--- src/rtl/srq_pkg.sv ---
`timescale 1ns / 1ps
// Shared types, codes and sizing for the sequence reorder queue.
// Used by srq_slot_ram, srq_seq, sequence_reorder_queue and the bench; depends on nothing.
package srq_pkg;

	localparam int DEPTH = 64;
	localparam int IDX_W = $clog2(DEPTH);
	localparam int CNT_W = $clog2(DEPTH + 1);

	typedef enum logic [1:0] {
		OP_INSERT = 2'd0,
		OP_POP    = 2'd1,
		OP_CLEAR  = 2'd2
	} op_t;

	typedef enum logic [2:0] {
		STS_INSERTED  = 3'd0,
		STS_DUPLICATE = 3'd1,
		STS_FULL      = 3'd2,
		STS_POPPED    = 3'd3,
		STS_NOT_READY = 3'd4,
		STS_CLEARED   = 3'd5
	} status_t;

	typedef enum logic [2:0] {
		SEQ_IDLE,
		SEQ_SCAN,
		SEQ_SHIFT,
		SEQ_PLACE,
		SEQ_HEAD_RD,
		SEQ_HEAD_CHK,
		SEQ_DONE
	} seq_state_t;

	typedef struct packed {
		logic [31:0] id;
		logic [15:0] bytes;
		logic [15:0] handle;
	} slot_t;

	// Completion of one operation, handed from the sequencer to the top level
	typedef struct packed {
		logic        valid;
		status_t     status;
		slot_t       popped;
		logic [15:0] pkt_bytes;
	} done_t;

endpackage

--- src/rtl/srq_seq.sv ---
`timescale 1ns / 1ps
// Operation sequencer: search, shift and place over the slot RAM with one
// shared id comparator. Depends on srq_pkg; drives srq_slot_ram ports.
module srq_seq (
	input  logic                      clk,
	input  logic                      arst_n,
	input  logic                      start,
	input  logic [1:0]                op,
	input  srq_pkg::slot_t            pkt,
	input  logic [srq_pkg::CNT_W-1:0] held,
	input  logic [31:0]               expected,
	input  logic                      done_ready,
	output logic                      idle,
	output srq_pkg::done_t            done,
	output logic                      rd_en,
	output logic [srq_pkg::IDX_W-1:0] rd_addr,
	input  srq_pkg::slot_t            rd_data,
	output logic                      wr_en,
	output logic [srq_pkg::IDX_W-1:0] wr_addr,
	output srq_pkg::slot_t            wr_data
);

	localparam int CW = srq_pkg::CNT_W;
	localparam int IW = srq_pkg::IDX_W;

	srq_pkg::seq_state_t state_q, state_d;
	logic                v_s1;
	logic [IW-1:0]       addr_s1;
	logic [1:0]          op_q;
	srq_pkg::slot_t      pkt_q;
	srq_pkg::slot_t      res_q;
	srq_pkg::status_t    status_q;
	logic [CW-1:0]       idx_q;
	logic [CW-1:0]       cnt_q;
	logic [CW-1:0]       pos_q;

	logic [31:0] cmp_opnd;
	logic        cmp_eq;
	logic        cmp_gt;
	logic        hit;
	logic        scan_end;
	logic        is_full;
	logic        ins;

	// Shared comparator: stored id against the key or the expected id
	assign cmp_opnd = (state_q == srq_pkg::SEQ_HEAD_CHK) ? expected : pkt_q.id;
	assign cmp_eq   = rd_data.id == cmp_opnd;
	assign cmp_gt   = rd_data.id > cmp_opnd;
	assign hit      = v_s1 && (cmp_eq || cmp_gt);
	assign scan_end = !v_s1 && (idx_q >= held);
	assign is_full  = held >= CW'(srq_pkg::DEPTH);
	assign ins      = op_q == srq_pkg::OP_INSERT;

	always_comb begin
		rd_en   = 1'b0;
		rd_addr = '0;
		wr_en   = 1'b0;
		wr_addr = '0;
		wr_data = rd_data;
		unique case (state_q)
			srq_pkg::SEQ_SCAN: begin
				rd_en   = (idx_q < held) && !hit;
				rd_addr = idx_q[IW-1:0];
			end
			srq_pkg::SEQ_SHIFT: begin
				rd_en   = cnt_q != '0;
				rd_addr = idx_q[IW-1:0];
				if (v_s1) begin
					wr_en   = 1'b1;
					wr_addr = ins ? addr_s1 + IW'(1) : addr_s1 - IW'(1);
				end
			end
			srq_pkg::SEQ_PLACE: begin
				wr_en   = 1'b1;
				wr_addr = pos_q[IW-1:0];
				wr_data = pkt_q;
			end
			srq_pkg::SEQ_HEAD_RD: begin
				rd_en = 1'b1;
			end
			default: ;
		endcase
	end

	always_comb begin
		state_d = state_q;
		unique case (state_q)
			srq_pkg::SEQ_IDLE: begin
				if (start) begin
					case (srq_pkg::op_t'(op))
						srq_pkg::OP_INSERT: state_d = srq_pkg::SEQ_SCAN;
						srq_pkg::OP_POP:
							state_d = (held == '0) ? srq_pkg::SEQ_DONE : srq_pkg::SEQ_HEAD_RD;
						srq_pkg::OP_CLEAR:  state_d = srq_pkg::SEQ_DONE;
						default:            state_d = srq_pkg::SEQ_IDLE;
					endcase
				end
			end
			srq_pkg::SEQ_SCAN: begin
				if (hit) begin
					state_d = (cmp_eq || is_full) ? srq_pkg::SEQ_DONE : srq_pkg::SEQ_SHIFT;
				end else if (scan_end) begin
					state_d = is_full ? srq_pkg::SEQ_DONE : srq_pkg::SEQ_SHIFT;
				end
			end
			srq_pkg::SEQ_SHIFT: begin
				if (cnt_q == '0 && !v_s1) begin
					state_d = ins ? srq_pkg::SEQ_PLACE : srq_pkg::SEQ_DONE;
				end
			end
			srq_pkg::SEQ_PLACE:    state_d = srq_pkg::SEQ_DONE;
			srq_pkg::SEQ_HEAD_RD:  state_d = srq_pkg::SEQ_HEAD_CHK;
			srq_pkg::SEQ_HEAD_CHK:
				state_d = cmp_eq ? srq_pkg::SEQ_SHIFT : srq_pkg::SEQ_DONE;
			srq_pkg::SEQ_DONE: begin
				if (done_ready) begin
					state_d = srq_pkg::SEQ_IDLE;
				end
			end
			default: state_d = srq_pkg::SEQ_IDLE;
		endcase
	end

	always_ff @(posedge clk or negedge arst_n) begin
		if (!arst_n) begin
			state_q <= srq_pkg::SEQ_IDLE;
			v_s1    <= 1'b0;
		end else begin
			state_q <= state_d;
			v_s1    <= rd_en;
		end
	end

	always_ff @(posedge clk) begin
		addr_s1 <= rd_addr;
		unique case (state_q)
			srq_pkg::SEQ_IDLE: begin
				if (start) begin
					op_q     <= op;
					pkt_q    <= pkt;
					idx_q    <= '0;
					cnt_q    <= '0;
					res_q    <= '0;
					status_q <= (op == srq_pkg::OP_CLEAR) ? srq_pkg::STS_CLEARED
					                                      : srq_pkg::STS_NOT_READY;
				end
			end
			srq_pkg::SEQ_SCAN: begin
				if (rd_en) begin
					idx_q <= idx_q + CW'(1);
				end
				if (hit) begin
					if (cmp_eq) begin
						status_q <= srq_pkg::STS_DUPLICATE;
					end else begin
						status_q <= srq_pkg::STS_FULL;
						pos_q    <= CW'(addr_s1);
						idx_q    <= held - CW'(1);
						cnt_q    <= held - CW'(addr_s1);
					end
				end else if (scan_end) begin
					status_q <= srq_pkg::STS_FULL;
					pos_q    <= held;
					cnt_q    <= '0;
				end
			end
			srq_pkg::SEQ_SHIFT: begin
				if (rd_en) begin
					idx_q <= ins ? idx_q - CW'(1) : idx_q + CW'(1);
					cnt_q <= cnt_q - CW'(1);
				end
			end
			srq_pkg::SEQ_PLACE: status_q <= srq_pkg::STS_INSERTED;
			srq_pkg::SEQ_HEAD_CHK: begin
				if (cmp_eq) begin
					res_q    <= rd_data;
					status_q <= srq_pkg::STS_POPPED;
					idx_q    <= CW'(1);
					cnt_q    <= held - CW'(1);
				end
			end
			default: ;
		endcase
	end

	assign idle             = state_q == srq_pkg::SEQ_IDLE;
	assign done.valid       = state_q == srq_pkg::SEQ_DONE;
	assign done.status      = status_q;
	assign done.popped      = res_q;
	assign done.pkt_bytes   = pkt_q.bytes;

endmodule

--- config.mk ---
export PLATFORM = sky130hd
export DESIGN_NAME = srq_seq
export DESIGN_NICKNAME = d
export VERILOG_FILES = /design/src/rtl/srq_pkg.sv /design/src/rtl/srq_seq.sv
export SDC_FILE = /design/constraint.sdc
export NUM_CORES = 1
export LEC_CHECK = 0
export BUFFER_PORTS_ARGS = -buffer_cell sky130_fd_sc_hd__buf_2
export CORE_MARGIN = 2
export CORE_UTILIZATION = 35
export CTS_CLUSTER_SIZE = 30
export DETAILED_ROUTE_END_ITERATION = 8
export SLEW_MARGIN = 30
export SYNTH_ARGS = -nofsm -noshare
export SYNTH_HDL_FRONTEND = slang
export SYNTH_SLANG_ARGS = --single-unit
--- constraint.sdc ---
create_clock -name clk -period 17.35 [get_ports clk]
set_input_delay 0 -clock clk [delete_from_list [all_inputs] [get_ports clk]]
set_output_delay 0 -clock clk [all_outputs]
set_load 0.05 [all_outputs]
Word level (Yosys, flattened, before mapping):

Cells that the tools add are included.

* bits in registers: 163
* input port bits: 173
* output and inout bits: 163
* word-level logic and storage cells: 116

* add/sub/neg operators: 7
* magnitude comparators: 4
* equality and inequality tests: 17
* multiplexer cells: 48
* reduce and logical (&&, ||, !) cells: 26

Operators by type and width (count)
* $mux 64: 3
* $pmux 64 s2: 1
* $mux 7: 12
* $pmux 7 s4: 2
* $mux 3: 13
* $mux 6: 6
* $eq 32x32->1: 1
* $gt 32x32->1: 1
* $mux 32: 1
* $pmux 3 s7: 1
* $sub 7x1->7 const B: 3
* $logic_not 7->1: 2
* $ne 2x2->1 const B: 6
* $pmux 3 s4: 1
* $pmux 6 s2: 1
* $reduce_and 4->1: 3
* $eq 3x3->1 const B: 3
* $pmux 3 s3: 1
* $reduce_bool 4->1: 2
* $add 7x1->7 const B: 1
* $ge 7x7->1: 1
* $ge 7x7->1 const B: 1
* $lt 7x7->1: 1
* $reduce_bool 7->1: 1
* 22 further kinds: 34

Depth between registers and ports, before layout:

Gate-level depths: netlist of the first run.

* depth after elaboration: 12
* depth in mapped cells: 16
* mapped depth without buffers: 14

Least setup slack after synthesis of the first run:

Ideal clock, no wire load.

* kind: register -> register
* from: register state_q[2]
* to: register res_q (netlist bit done[16]), enable pin
* library setup time: 0.499 ns
* arrival: 5.742 ns
* data required time: 16.851 ns
* slack: 11.108 ns
* stages on the path, launching flop included: 11
* buffers on the path: 3
* path through: dfrtp_1 -> clkbuf_1 -> clkbuf_1 -> and3_1 -> clkbuf_1 -> mux2i_1 -> ha_1 -> nand4_1 -> nor4_4 -> nand3_2 -> o21bai_1

* cells in the longest elaborated chain, start to end: 5

RTL lines
* start, declared: RTL line srq_seq.sv:26 `srq_pkg::seq_state_t state_q, state_d;`
* start signal, assigned: RTL line srq_seq.sv:126 `state_q <= srq_pkg::SEQ_IDLE;`
* start signal, assigned: RTL line srq_seq.sv:129 `state_q <= state_d;`
* $eq 3x3->1: RTL line srq_seq.sv:46, srq_seq.sv:136
* $mux 32: RTL line srq_seq.sv:46 `assign cmp_opnd = (state_q == srq_pkg::SEQ_HEAD_CHK) ? expected : pkt_q.id;`
* $eq 32x32->1: RTL line srq_seq.sv:47 `assign cmp_eq = rd_data.id == cmp_opnd;`
* $ne 2x2->1 (no line)
* $reduce_and 3->1 (no line) (*)
* end signal, assigned: RTL line srq_seq.sv:176 `res_q <= rd_data;`
* end, declared: RTL line srq_seq.sv:31 `srq_pkg::slot_t res_q;`

Every way passes the cells marked *; elsewhere a longest branch is shown, timed or not.
A chain may end at the register's enable or synchronous reset.

Worst setup path in the final report of the first run:

* from: register state_q[2]
* to: register pos_q[0], enable pin

* cells in the longest elaborated chain, start to end: 7

RTL lines
* $eq 3x3->1: RTL line srq_seq.sv:46
* $mux 32: RTL line srq_seq.sv:46
* $gt 32x32->1 / $eq 32x32->1 (equally long branches): RTL line srq_seq.sv:48, srq_seq.sv:47
* $logic_or 1x1->1: RTL line srq_seq.sv:49 `assign hit = v_s1 && (cmp_eq || cmp_gt);`
* $logic_and 1x1->1: RTL line srq_seq.sv:49
* $ne 2x2->1 (no line) / $reduce_bool 2->1 (equally long branches)
* $reduce_and 3->1 (no line) (*)
* end signal, assigned: RTL line srq_seq.sv:157 `pos_q <= CW'(addr_s1);`
* end signal, assigned: RTL line srq_seq.sv:163 `pos_q <= held;`
* end, declared: RTL line srq_seq.sv:35 `logic [CW-1:0] pos_q;`

Marks and branches as above.

==> results of run 1 <==
==> registers in the layout (all words and copies together) (netlist names) <==
name and flops:
pos_q 6, v_s1 1, op_q 2, pkt_q 48
done 80, state_q 3, addr_s1 6, status_q 3
cnt_q 7, idx_q 7
==> layer usage <==
metal	vias to the layer above	GRT usage	wire, µm
met4	0	0.08775	1107
li1	3991	-	-
met2	373	0.3837	15580
met5	-	0	0
met1	3983	0.2645	12520
met3	64	0.04620	2234
==> cells by family after synthesis <==
| logic type | Yosys count |
|---|---|
| AO/OA/AOI/OAI | 117 |
| XOR/XNOR | 23 |
| adder cells (fa/ha/maj) | 59 |
| buffers and inverters | 91 |
| flip-flops | 163 |
| multiplexers | 32 |
| AND/OR/NAND/NOR | 388 |
==> through the flow <==
step / hold WS, ns / setup WS, ns / power, mW / util / cell area (µm²)
after floorplan: -0.2956 / 11.11 / 0.7747 / - / 9085
after global placement: -0.1783 / 12.17 / 0.8912 / 0.4333 / 10970
after detailed placement: -0.1754 / 11.95 / 0.8949 / 0.4343 / 11000
after CTS: 0.01304 / 11.93 / 1.308 / 0.5102 / 12920
after global routing: 0.007944 / 11.55 / 1.358 / 0.5108 / 12940
final: 0.02604 / 11.90 / 1.301 / 0.5108 / 12940
==> area by class of cell <==
type,count,share of cell area
Antenna cell,2,0.0003868
Clock buffer,17,0.03288
Clock inverter,15,0.01431
Inverter,35,0.01035
Multi-Input combinational cell,619,0.3019
Sequential cell,163,0.3722
Tap cell,330,0.03191
Timing Repair Buffer,473,0.2360
==> power by group <==
group | leakage [nW] | total [mW] | switching (mW) | internal [mW]
logic | 4.41 | 0.415 | 0.266 | 0.149
clock network | 0.298 | 0.387 | 0.180 | 0.207
registers | 1.63 | 0.499 | 0.0356 | 0.463
total | 6.34 | 1.30 | 0.482 | 0.819
==> cells in the mapped netlist (all sizes together), types with 6 or more instances <==
master | n | area [µm²]
nand3 | 15 | 85.08
nor2 | 22 | 82.58
xor2 | 8 | 70.07
nor3 | 14 | 70.07
a21oi | 32 | 182.7
inv | 33 | 126.4
clkbuf | 34 | 127.6
mux2i | 32 | 320.3
and3 | 69 | 431.7
o221ai | 8 | 70.07
a21o | 9 | 67.56
xnor2 | 15 | 131.4
buf | 22 | 155.1
nor4 | 6 | 58.80
edfxtp | 153 | 4594
nand4 | 7 | 43.79
o21ai | 34 | 173.9
dfxtp | 6 | 120.1
nand2 | 234 | 878.3
ha | 57 | 713.2
nor2b | 6 | 37.54
==> timing repair <==
item / CTS / global route
endpoints found under the hold margin: 133 / 0
hold buffers: 131 / 0
endpoints found under the setup margin: 0 / 0
==> worst max-delay path by stage <==
| stage | from | slack, ns | cells past startpoint | endpoint |
|---|---|---|---|---|
| final | state_q[2]$_DFFE_PN0P_ | 11.90 | 11 | pos_q[0]$_DFFE_PP_ |
| after global routing | state_q[2]$_DFFE_PN0P_ | 11.55 | 11 | pos_q[0]$_DFFE_PP_ |
| after CTS | state_q[2]$_DFFE_PN0P_ | 11.93 | 10 | cnt_q[1]$_DFFE_PP_ |
| after detailed placement | state_q[2]$_DFFE_PN0P_ | 11.95 | 10 | cnt_q[4]$_DFFE_PP_ |
| after global placement | state_q[2]$_DFFE_PN0P_ | 12.17 | 10 | cnt_q[4]$_DFFE_PP_ |
| after floorplan | state_q[2]$_DFFE_PN0P_ | 11.11 | 10 | done[16]$_SDFFCE_PP0P_ |
==> metrics.csv, run 1 <==
stage,metric,value,unit
routing,drt_iter0_markers,674,
clocking,clock_path_buffers,2,
status,outcome,"complete, no violations",
sta,timing.fmax,183.4,MHz
global_route,overflow,0,
critical_path,rr_worst_depth,11,
sta,fin_crit,5.452,ns
synthesis,ys_ff_latch,163,
sta,rsz0062_at_grt,false,
synthesis,ys.flop_type,edfxtp_1,
die,start_util,0.3587,
critical_path,crit_family,simple AND/OR/NAND/NOR gates,
synthesis,synth_edf_count,153,
synthesis,synthArstFlopShare,0.02454,
critical_path,rrSetupSlack,11.90,ns
die,placementRows,58,
sta,relSlewSlack,0.3782,
synthesis,synth_xor_area_frac,0.02217,
place,dp.cells,1489,
critical_path,crit_type,flop to flop,
clocking,cts_tree,yes,
sta,maxSlewViolCount,0,
routing,avgRoutedWirePerCell,19.01,µm
clocking,cts_resized,0,
sta,hold_viol,0,
final_layout,area_growth,42.40,%
synthesis,synth_nets,1105,
synthesis,netlist_area,0.009085,mm²
synthesis,yosysSeqAreaShare,0.5300,
synthesis,yosysUniqueCellTypes,65,
clocking,clk_pin_slew,0.07,ns
clocking,clockRootBuffer,clkbuf_16,
routing,viasPerCell,5.085,
global_route,grt_pass1_vias,7968,
sta,setup-violations-final,0,
synthesis,synth_compound_area_frac,0.08608,
critical_path,start_kind,flop,
critical_path,crit_buf_inv,1,
routing,vias,8411,
synthesis,postSynthCellCount,873,
global_route,grt_max_degree,65,
synthesis,synth_fa_ha_area_frac,0.08291,
clocking,numClockSinks,163,
power_and_ir_drop,ir_drop,136.6,µV
sta,worst_pin_slew,0.9276,ns
worst_hold_path,min_from,rd_data[33],
die,pin_count,336,
routing,wirelength,31.44,mm
power_and_ir_drop,power_density,100.5,mW/mm²
place,routabilityCongestion,0.8807,
global_route,grt_use_total,0.2197,
critical_path,r2r-start,state_q[2]$_DFFE_PN0P_,
clocking,cts_buffers,17,
worst_hold_path,min_delay_worst_endpoint,done[49]$_SDFFCE_PP0P_,
power_and_ir_drop,cellLeakagePower,6.338,nW
critical_path,crit_path_end_kind,flop,
sta,min_period_over_period,0.3142,
synthesis,syn_avg_cell_area,10.41,µm²
synthesis,synthMuxAreaShare,0.03526,
worst_hold_path,min_path_type,input pin to flop,
final_layout,ff_latch_area,0.004816,mm²
clocking,cts_setup_buffers,0,
routing,drc,0,
place,port_buffers,335,
die,core,0.02533,mm²
critical_path,required,17.42,ns
final_layout,layout_common_cells,"buf_2, nand2_1, edfxtp_1",
final_layout,final_common_cell,buf_2,
critical_path,crit_fanout,55,
job,maxCapViolCount,0,
sta,tns,0,ns
die,die_x,165.1,µm
die,die-area,0.02726,mm²
critical_path,crit_path_cell_trace,buf_4 -> and3_1 -> mux2i_1 -> ha_1 -> nand4_1 -> nor4_4 -> nand3_2 -> o2111ai_2 -> a22o_1 -> a22oi_1 -> nor2_1,
critical_path,slowest_stage,and3_1,
final_layout,nNetsFinal,1541,
synthesis,synth_simple_gate_area_share,0.1978,
place,hpwl,22.38,mm
global_route,antenna_found_initial,2,
worst_hold_path,hold_depth,2,
critical_path,critPathMaxStageDelay,0.79,ns
synthesis,synth_top_family_by_area,simple AND/OR/NAND/NOR gates,
clocking,cts-htree-levels,4,
final_layout,nFillCells,2277,
die,die_height,165.1,µm
synthesis,yosysWarnings,0,
routing,dr.pass1.iters,6,
critical_path,worst_ep_arrival_time,5.52,ns
clocking,clk_latency,0.43,ns
final_layout,final_cells,1654,
critical_path,rr_endpoint,pos_q[0]$_DFFE_PP_,
global_route,grt_pass1_wl,44.77,mm
sta,skew,0.01194,ns
final_layout,multi_input_comb_area,0.003906,mm²
routing,ant_nets,0,
final_layout,drive_gt1_frac,0.3026,
(Power assumes the default switching activity.)
==> run 2, diff against run 1 <==
--- a/config.mk
+++ b/config.mk
@@ -5,6 +5,7 @@
 export SDC_FILE = /design/constraint.sdc
 export NUM_CORES = 1
 export LEC_CHECK = 0
+export ABC_AREA = 1
 export BUFFER_PORTS_ARGS = -buffer_cell sky130_fd_sc_hd__buf_2
 export CORE_MARGIN = 2
 export CORE_UTILIZATION = 35
==> constraint.sdc (replaced) <==
create_clock -name clk -period 4.65 [get_ports clk]
set_input_delay 0 -clock clk [delete_from_list [all_inputs] [get_ports clk]]
set_output_delay 0 -clock clk [all_outputs]
set_load 0.05 [all_outputs]
==> metrics.csv, run 2 <==
stage,metric,value,unit
status,outcome,"complete, no violations",
synthesis,yosysMostFrequentCell,nand2_1,
power_and_ir_drop,clkPwrFrac,0.311,
clocking,clockRootBuffer,clkbuf_16,
sta,setup-violations-final,0,
worst_hold_path,min_path_type,input pin to flop,
sta,min_period_over_period,0.7982,
sta,timing.fmax,269.4,MHz
clocking,cts_tree,yes,
critical_path,worst_ep_arrival_time,3.77,ns
final_layout,nNetsFinal,1653,
worst_hold_path,hold_depth,3,
clocking,clk_latency,0.44,ns
global_route,grt_pass1_wl,45.57,mm
sta,holdWs,0.01509,ns
synthesis,synth_area_leaders,"edfxtp_1, ha_1, nand2_1",
clocking,cts-htree-levels,4,
sta,relSlewSlack,0.3812,
power_and_ir_drop,ir_drop,430.3,µV
power_and_ir_drop,p_sw_frac,0.3669,
synthesis,synth_edf_count,153,
critical_path,crit_buf_inv,3,
place,hpwl,21.50,mm
die,placementRows,59,
critical_path,crit_path_end_kind,flop,
routing,avgRoutedWirePerCell,16.82,µm
die,die_x,166.2,µm
critical_path,crit_path_cell_trace,inv_2 -> nor2_1 -> inv_2 -> nor2_4 -> buf_12 -> mux2i_1 -> ha_1 -> nand2_1 -> nor2_2 -> nand2_1 -> nor2_1 -> nand2_2 -> nand2_1 -> nor2_1 -> nand2_4 -> nand2_8 -> nand2_8 -> nand2_4 -> o21bai_2 -> nor2_1,
power_and_ir_drop,internal_power,3.078,mW
critical_path,critPathMaxStageDelay,0.48,ns
synthesis,ys.flop_type,edfxtp_1,
routing,wirelength,29.80,mm
die,pin_count,336,
power_and_ir_drop,cellLeakagePower,5.977,nW
power_and_ir_drop,switching_power,1.783,mW
place,port_buffers,335,
global_route,overflow,0,
critical_path,required,4.71,ns
critical_path,start_kind,flop,
synthesis,synthArstFlopShare,0.02454,
critical_path,crit_type,flop to flop,
synthesis,synth_nets,1201,
routing,dr.pass1.iters,7,
synthesis,postSynthCellCount,969,
clocking,cts_resized,0,
sta,worst_pin_slew,0.9282,ns
clocking,numClockSinks,163,
global_route,antenna_found_initial,4,
power_and_ir_drop,power_density,368.7,mW/mm²
clocking,clock_path_buffers,2,
final_layout,ff_latch_area,0.004815,mm²
global_route,grt_pass1_vias,8280,
die,die-area,0.02762,mm²
synthesis,yosysWarnings,0,
global_route,grt_use_total,0.2128,
power_and_ir_drop,power,4.861,mW
power_and_ir_drop,combPwrFrac,0.313,
synthesis,yosysSeqAreaShare,0.5229,
final_layout,final_common_cell,buf_2,
synthesis,synth_commonest_cells,"nand2_1, edfxtp_1, inv_1",
synthesis,netlist_area,0.009208,mm²
critical_path,slowest_stage,nor2_1,
synthesis,syn_avg_cell_area,9.502,µm²
final_layout,layout_common_cells,"buf_2, nand2_1, edfxtp_1",
sta,fin_crit,3.712,ns
clocking,clk_pin_slew,0.07,ns
critical_path,rr_worst_depth,20,
synthesis,yosysUniqueCellTypes,44,
place,dp.cells,1598,
critical_path,crit_family,simple AND/OR/NAND/NOR gates,
synthesis,synth_top_area_cell,edfxtp_1,
critical_path,crit_fanout,33,
final_layout,multi_input_comb_area,0.003621,mm²
synthesis,synth_top_area_share,0.4990,
routing,viasPerCell,4.764,
final_layout,area_growth,43.21,%
global_route,grt_max_degree,117,
routing,vias,8441,
critical_path,path_depth,20,
job,maxCapViolCount,0,
sta,rsz0062_at_grt,false,
final_layout,final_cells,1772,
clocking,cts_buffers,17,
sta,skew,0.01938,ns
die,core,0.02591,mm²
die,die_height,166.2,µm
sta,hold_viol,0,
place,routabilityCongestion,0.9019,
synthesis,ys_ff_latch,163,
routing,drc,0,
critical_path,crit_top_cell,nor2_1,
final_layout,largest_reg_flops,80,
final_layout,drive_gt1_frac,0.2831,
final_layout,nFillCells,2401,
routing,ant_nets,0,
power_and_ir_drop,p_seq_frac,0.375,
routing,drt_iter0_markers,596,
sta,maxSlewViolCount,0,
final_layout,fin_util,0.5089,
die,start_util,0.3554,
sta,tns,0,ns
run 2: routing by layer:
layer	GRT usage	vias up	routed length (µm)
met5	0	-	13
met2	0.3669	320	14860
met4	0.09565	2	1113
li1	-	4127	-
met3	0.03956	69	1706
met1	0.2594	3923	12110
run 2: layout make-up:
| class | count | area share |
|---|---|---|
| inverter | 144 | 0.04099 |
| multi-input combinational | 616 | 0.2746 |
| tap | 335 | 0.03179 |
| sequential | 163 | 0.3651 |
| antenna | 3 | 0.0005693 |
| clock buffer | 17 | 0.03226 |
| clock inverter | 15 | 0.01604 |
| timing repair buffer | 479 | 0.2386 |
run 2: kinds of logic (layout without fill, tap and decap cells):
| kind of cell | after synthesis | in the layout | share of synthesized area |
|---|---|---|---|
| AND/OR/NAND/NOR | 360 | 360 | 0.1686 |
| buffers and inverters | 190 | 655 | 0.08683 |
| flip-flops | 163 | 163 | 0.5229 |
| AO/OA/AOI/OAI | 148 | 148 | 0.08901 |
| adder cells (fa/ha/maj) | 59 | 59 | 0.08180 |
| multiplexers | 31 | 31 | 0.03370 |
| XOR/XNOR | 18 | 18 | 0.01712 |
| other | 0 | 3 | 0 |
run 2: power groups by stage:
stage               logic [mW]  clock network (mW)  registers, mW
floorplan                 1.06                   0           1.80
global placement          1.41                   0           1.86
detailed placement        1.42                   0           1.86
CTS                       1.52                1.55           1.82
global route              1.67                1.61           1.84
finish                    1.52                1.51           1.82
run 2: worst paths after layout:
check | to | from | slack (ns)
setup reg to reg | cnt_q[4]$_DFFE_PP_ | state_q[0]$_DFFE_PN0P_ | 0.94
hold reg to reg | pos_q[4]$_DFFE_PP_ | addr_s1[4]$_DFF_P_ | 0.64
setup / recovery | cnt_q[4]$_DFFE_PP_ | state_q[0]$_DFFE_PN0P_ | 0.94
max in group asynchronous | state_q[2]$_DFFE_PN0P_ | arst_n | 3.94
hold / removal | state_q[0]$_DFFE_PN0P_ | start | 0.02
min in group asynchronous | v_s1$_DFF_PN0_ | arst_n | 0.51
run 2: timing repair:
item,4_1_cts,5_1_grt
hold buffers,139,0
buffers inserted,0,0
hold endpoints to repair,142,0
run 2: worst reg2reg max path, stage by stage, from the launching register on:
cell,delay [ns]
dfrtp_1,0.45
inv_2,0.08
nor2_1,0.14
inv_2,0.07
nor2_4,0.13
buf_12,0.26
mux2i_1,0.26
ha_1,0.26
nand2_1,0.10
nor2_2,0.05
nand2_1,0.07
nor2_1,0.07
nand2_2,0.14
nand2_1,0.07
nor2_1,0.17
nand2_4,0.10
nand2_8,0.15
nand2_8,0.09
nand2_4,0.12
o21bai_2,0.08
nor2_1,0.48
run 2: stage by stage:
stage               worst slack, ns  instance area, µm²
global route                 0.6053               13190
floorplan                    0.6036                9216
finish                       0.9384               13190
global placement              1.045               11150
detailed placement           0.9493               11150
CTS                          0.9169               13180
==> run 3, diff against run 2 <==
--- a/config.mk
+++ b/config.mk
@@ -5,7 +5,7 @@
 export SDC_FILE = /design/constraint.sdc
 export NUM_CORES = 1
 export LEC_CHECK = 0
-export ABC_AREA = 1
+export ABC_AREA = 0
 export BUFFER_PORTS_ARGS = -buffer_cell sky130_fd_sc_hd__buf_2
 export CORE_MARGIN = 2
 export CORE_UTILIZATION = 35
==> constraint.sdc (replaced) <==
create_clock -name clk -period 3.54 [get_ports clk]
set_input_delay 0 -clock clk [delete_from_list [all_inputs] [get_ports clk]]
set_output_delay 0 -clock clk [all_outputs]
set_load 0.05 [all_outputs]
==> metrics.csv, run 3 (synthesis gave the netlist of run 1 again) <==
stage,metric,value,unit
power_and_ir_drop,combPwrFrac,0.327,
sta,min_period_over_period,0.9570,
final_layout,fin_util,0.5234,
sta,holdWs,0.05684,ns
sta,worst_pin_slew,0.7156,ns
routing,viasPerCell,5.064,
routing,avgRoutedWirePerCell,18.75,µm
routing,vias,8508,
sta,fin_crit,3.388,ns
clocking,clockRootBuffer,clkbuf_16,
sta,maxSlewViolCount,0,
power_and_ir_drop,switching_power,2.331,mW
power_and_ir_drop,power_density,483.5,mW/mm²
final_layout,largest_reg_flops,80,
power_and_ir_drop,internal_power,4.078,mW
clocking,cts_tree,yes,
critical_path,crit_fanout,11,
global_route,grt_pass1_vias,8312,
clocking,cts-htree-levels,4,
critical_path,crit_start,state_q[0]$_DFFE_PN0P_,
global_route,overflow,0,
critical_path,start_kind,flop,
clocking,clock_path_buffers,2,
place,place_ws,0.06253,ns
final_layout,ff_latch_area,0.004817,mm²
final_layout,drive_gt1_frac,0.3212,
global_route,grt_use_total,0.2193,
power_and_ir_drop,p_sw_frac,0.3637,
routing,drc,0,
routing,drt_iter0_markers,643,
power_and_ir_drop,cellLeakagePower,6.498,nW
status,outcome,"complete, no violations",
routing,ant_nets,0,
power_and_ir_drop,p_seq_frac,0.379,
clocking,numClockSinks,163,
final_layout,final_common_cell,buf_2,
die,pin_count,336,
routing,wirelength,31.50,mm
die,core,0.02533,mm²
sta,skew,0.01748,ns
critical_path,crit_type,flop to primary output,
clocking,clk_latency,0.43,ns
final_layout,layout_common_cells,"buf_2, nand2_1, edfxtp_1",
place,hpwl,22.19,mm
die,start_util,0.3587,
clocking,cts_buffers,17,
job,maxCapViolCount,0,
sta,setup-violations-final,0,
final_layout,area_growth,45.90,%
die,die_x,165.1,µm
place,routabilityCongestion,0.8668,
final_layout,nFillCells,2268,
global_route,grt_pass1_wl,45.26,mm
worst_hold_path,min_from,held[5],
final_layout,multi_input_comb_area,0.003991,mm²
clocking,clk_pin_slew,0.07,ns
die,die-area,0.02726,mm²
critical_path,required,3.54,ns
critical_path,crit_path_end_kind,primary output,
worst_hold_path,min_path_type,input pin to flop,
sta,hold_viol,0,
place,port_buffers,335,
routing,dr.pass1.iters,5,
sta,worst_slack,0.1521,ns
critical_path,r2r-start,state_q[0]$_DFFE_PN0P_,
sta,timing.fmax,295.2,MHz
die,die_height,165.1,µm
sta,rsz0062_at_grt,true,
global_route,grt_max_degree,65,
power_and_ir_drop,clkPwrFrac,0.294,
sta,relSlewSlack,0.5185,
power_and_ir_drop,ir_drop,556.9,µV
critical_path,worst_ep_arrival_time,3.39,ns
global_route,antenna_found_initial,2,
final_layout,nNetsFinal,1567,
die,placementRows,58,
[run 3: what timing repair did]
item                                   in CTS  in global routing
setup endpoints to repair                   1                 25
hold buffers                              133                  0
gates cloned                                0                  2
pin swaps                                   1                  5
setup buffers                               0                  2
gates resized for setup                     1                 16
endpoints found under the hold margin     135                  0
[run 3: per-stage QoR]
stage                     cells  total power [mW]  setup TNS (ns)  instance area (µm²)
after detailed placement   1509             4.398               0                11200
after CTS                  1674             6.406               0                13130
final                      1680             6.409               0                13260
after global routing       1680             6.706         -0.5557                13260
after floorplan             873             3.798          -2.039                 9193
after global placement     1509             4.384               0                11200
[run 3: path summary, 6_finish.rpt]
kind                                                to  slack (ns)  cells after the start
worst max-delay path                             rd_en        0.15                     15
worst min-delay path                pos_q[5]$_DFFE_PP_        0.06                      3
worst max register to register      cnt_q[3]$_DFFE_PP_        0.16                     14
worst min register to register      pos_q[2]$_DFFE_PP_        0.61                      2
max in group asynchronous       state_q[1]$_DFFE_PN0P_        2.85                      3
min in group asynchronous               v_s1$_DFF_PN0_        0.50                      3
[run 3: critical path, cell delays in order, from the launching register on]
cell and delay [ns]:
dfrtp_1 0.38, clkinv_2 0.10, nor2_4 0.12, nand2_4 0.09, buf_12 0.17, mux2i_2 0.19
ha_1 0.26, nand2_1 0.13, o21ai_1 0.10, a221o_1 0.36, or3_4 0.36, a21oi_2 0.17
buf_4 0.17, o21ai_4 0.09, inv_1 0.10, buf_6 0.17
[run 3: per-layer routing]
metal / GRT usage / part of all wire
met4: 0.09881 / 0.035
met5: 0 / 0
met2: 0.3782 / 0.49
met3: 0.03846 / 0.055
met1: 0.2682 / 0.42
[run 3: power by group through the flow]
stage          combinational, mW  clock [mW]  sequential [mW]
2_1_floorplan               1.39           0             2.41
3_3_place_gp                1.92           0             2.47
3_5_place_dp                1.94           0             2.46
4_1_cts                     2.06        1.92             2.42
5_1_grt                     2.26        2.00             2.45
6_report                    2.10        1.88             2.43
[run 3: area by class of cell]
class                   count  area share
diodes                      2   0.0003776
clock buffers              17     0.03209
clock inverters            15     0.01284
inverters                  35     0.01019
multi-input cells         620      0.3011
flip-flops and latches    163      0.3634
well taps                 330     0.03115
repair buffers            498      0.2488
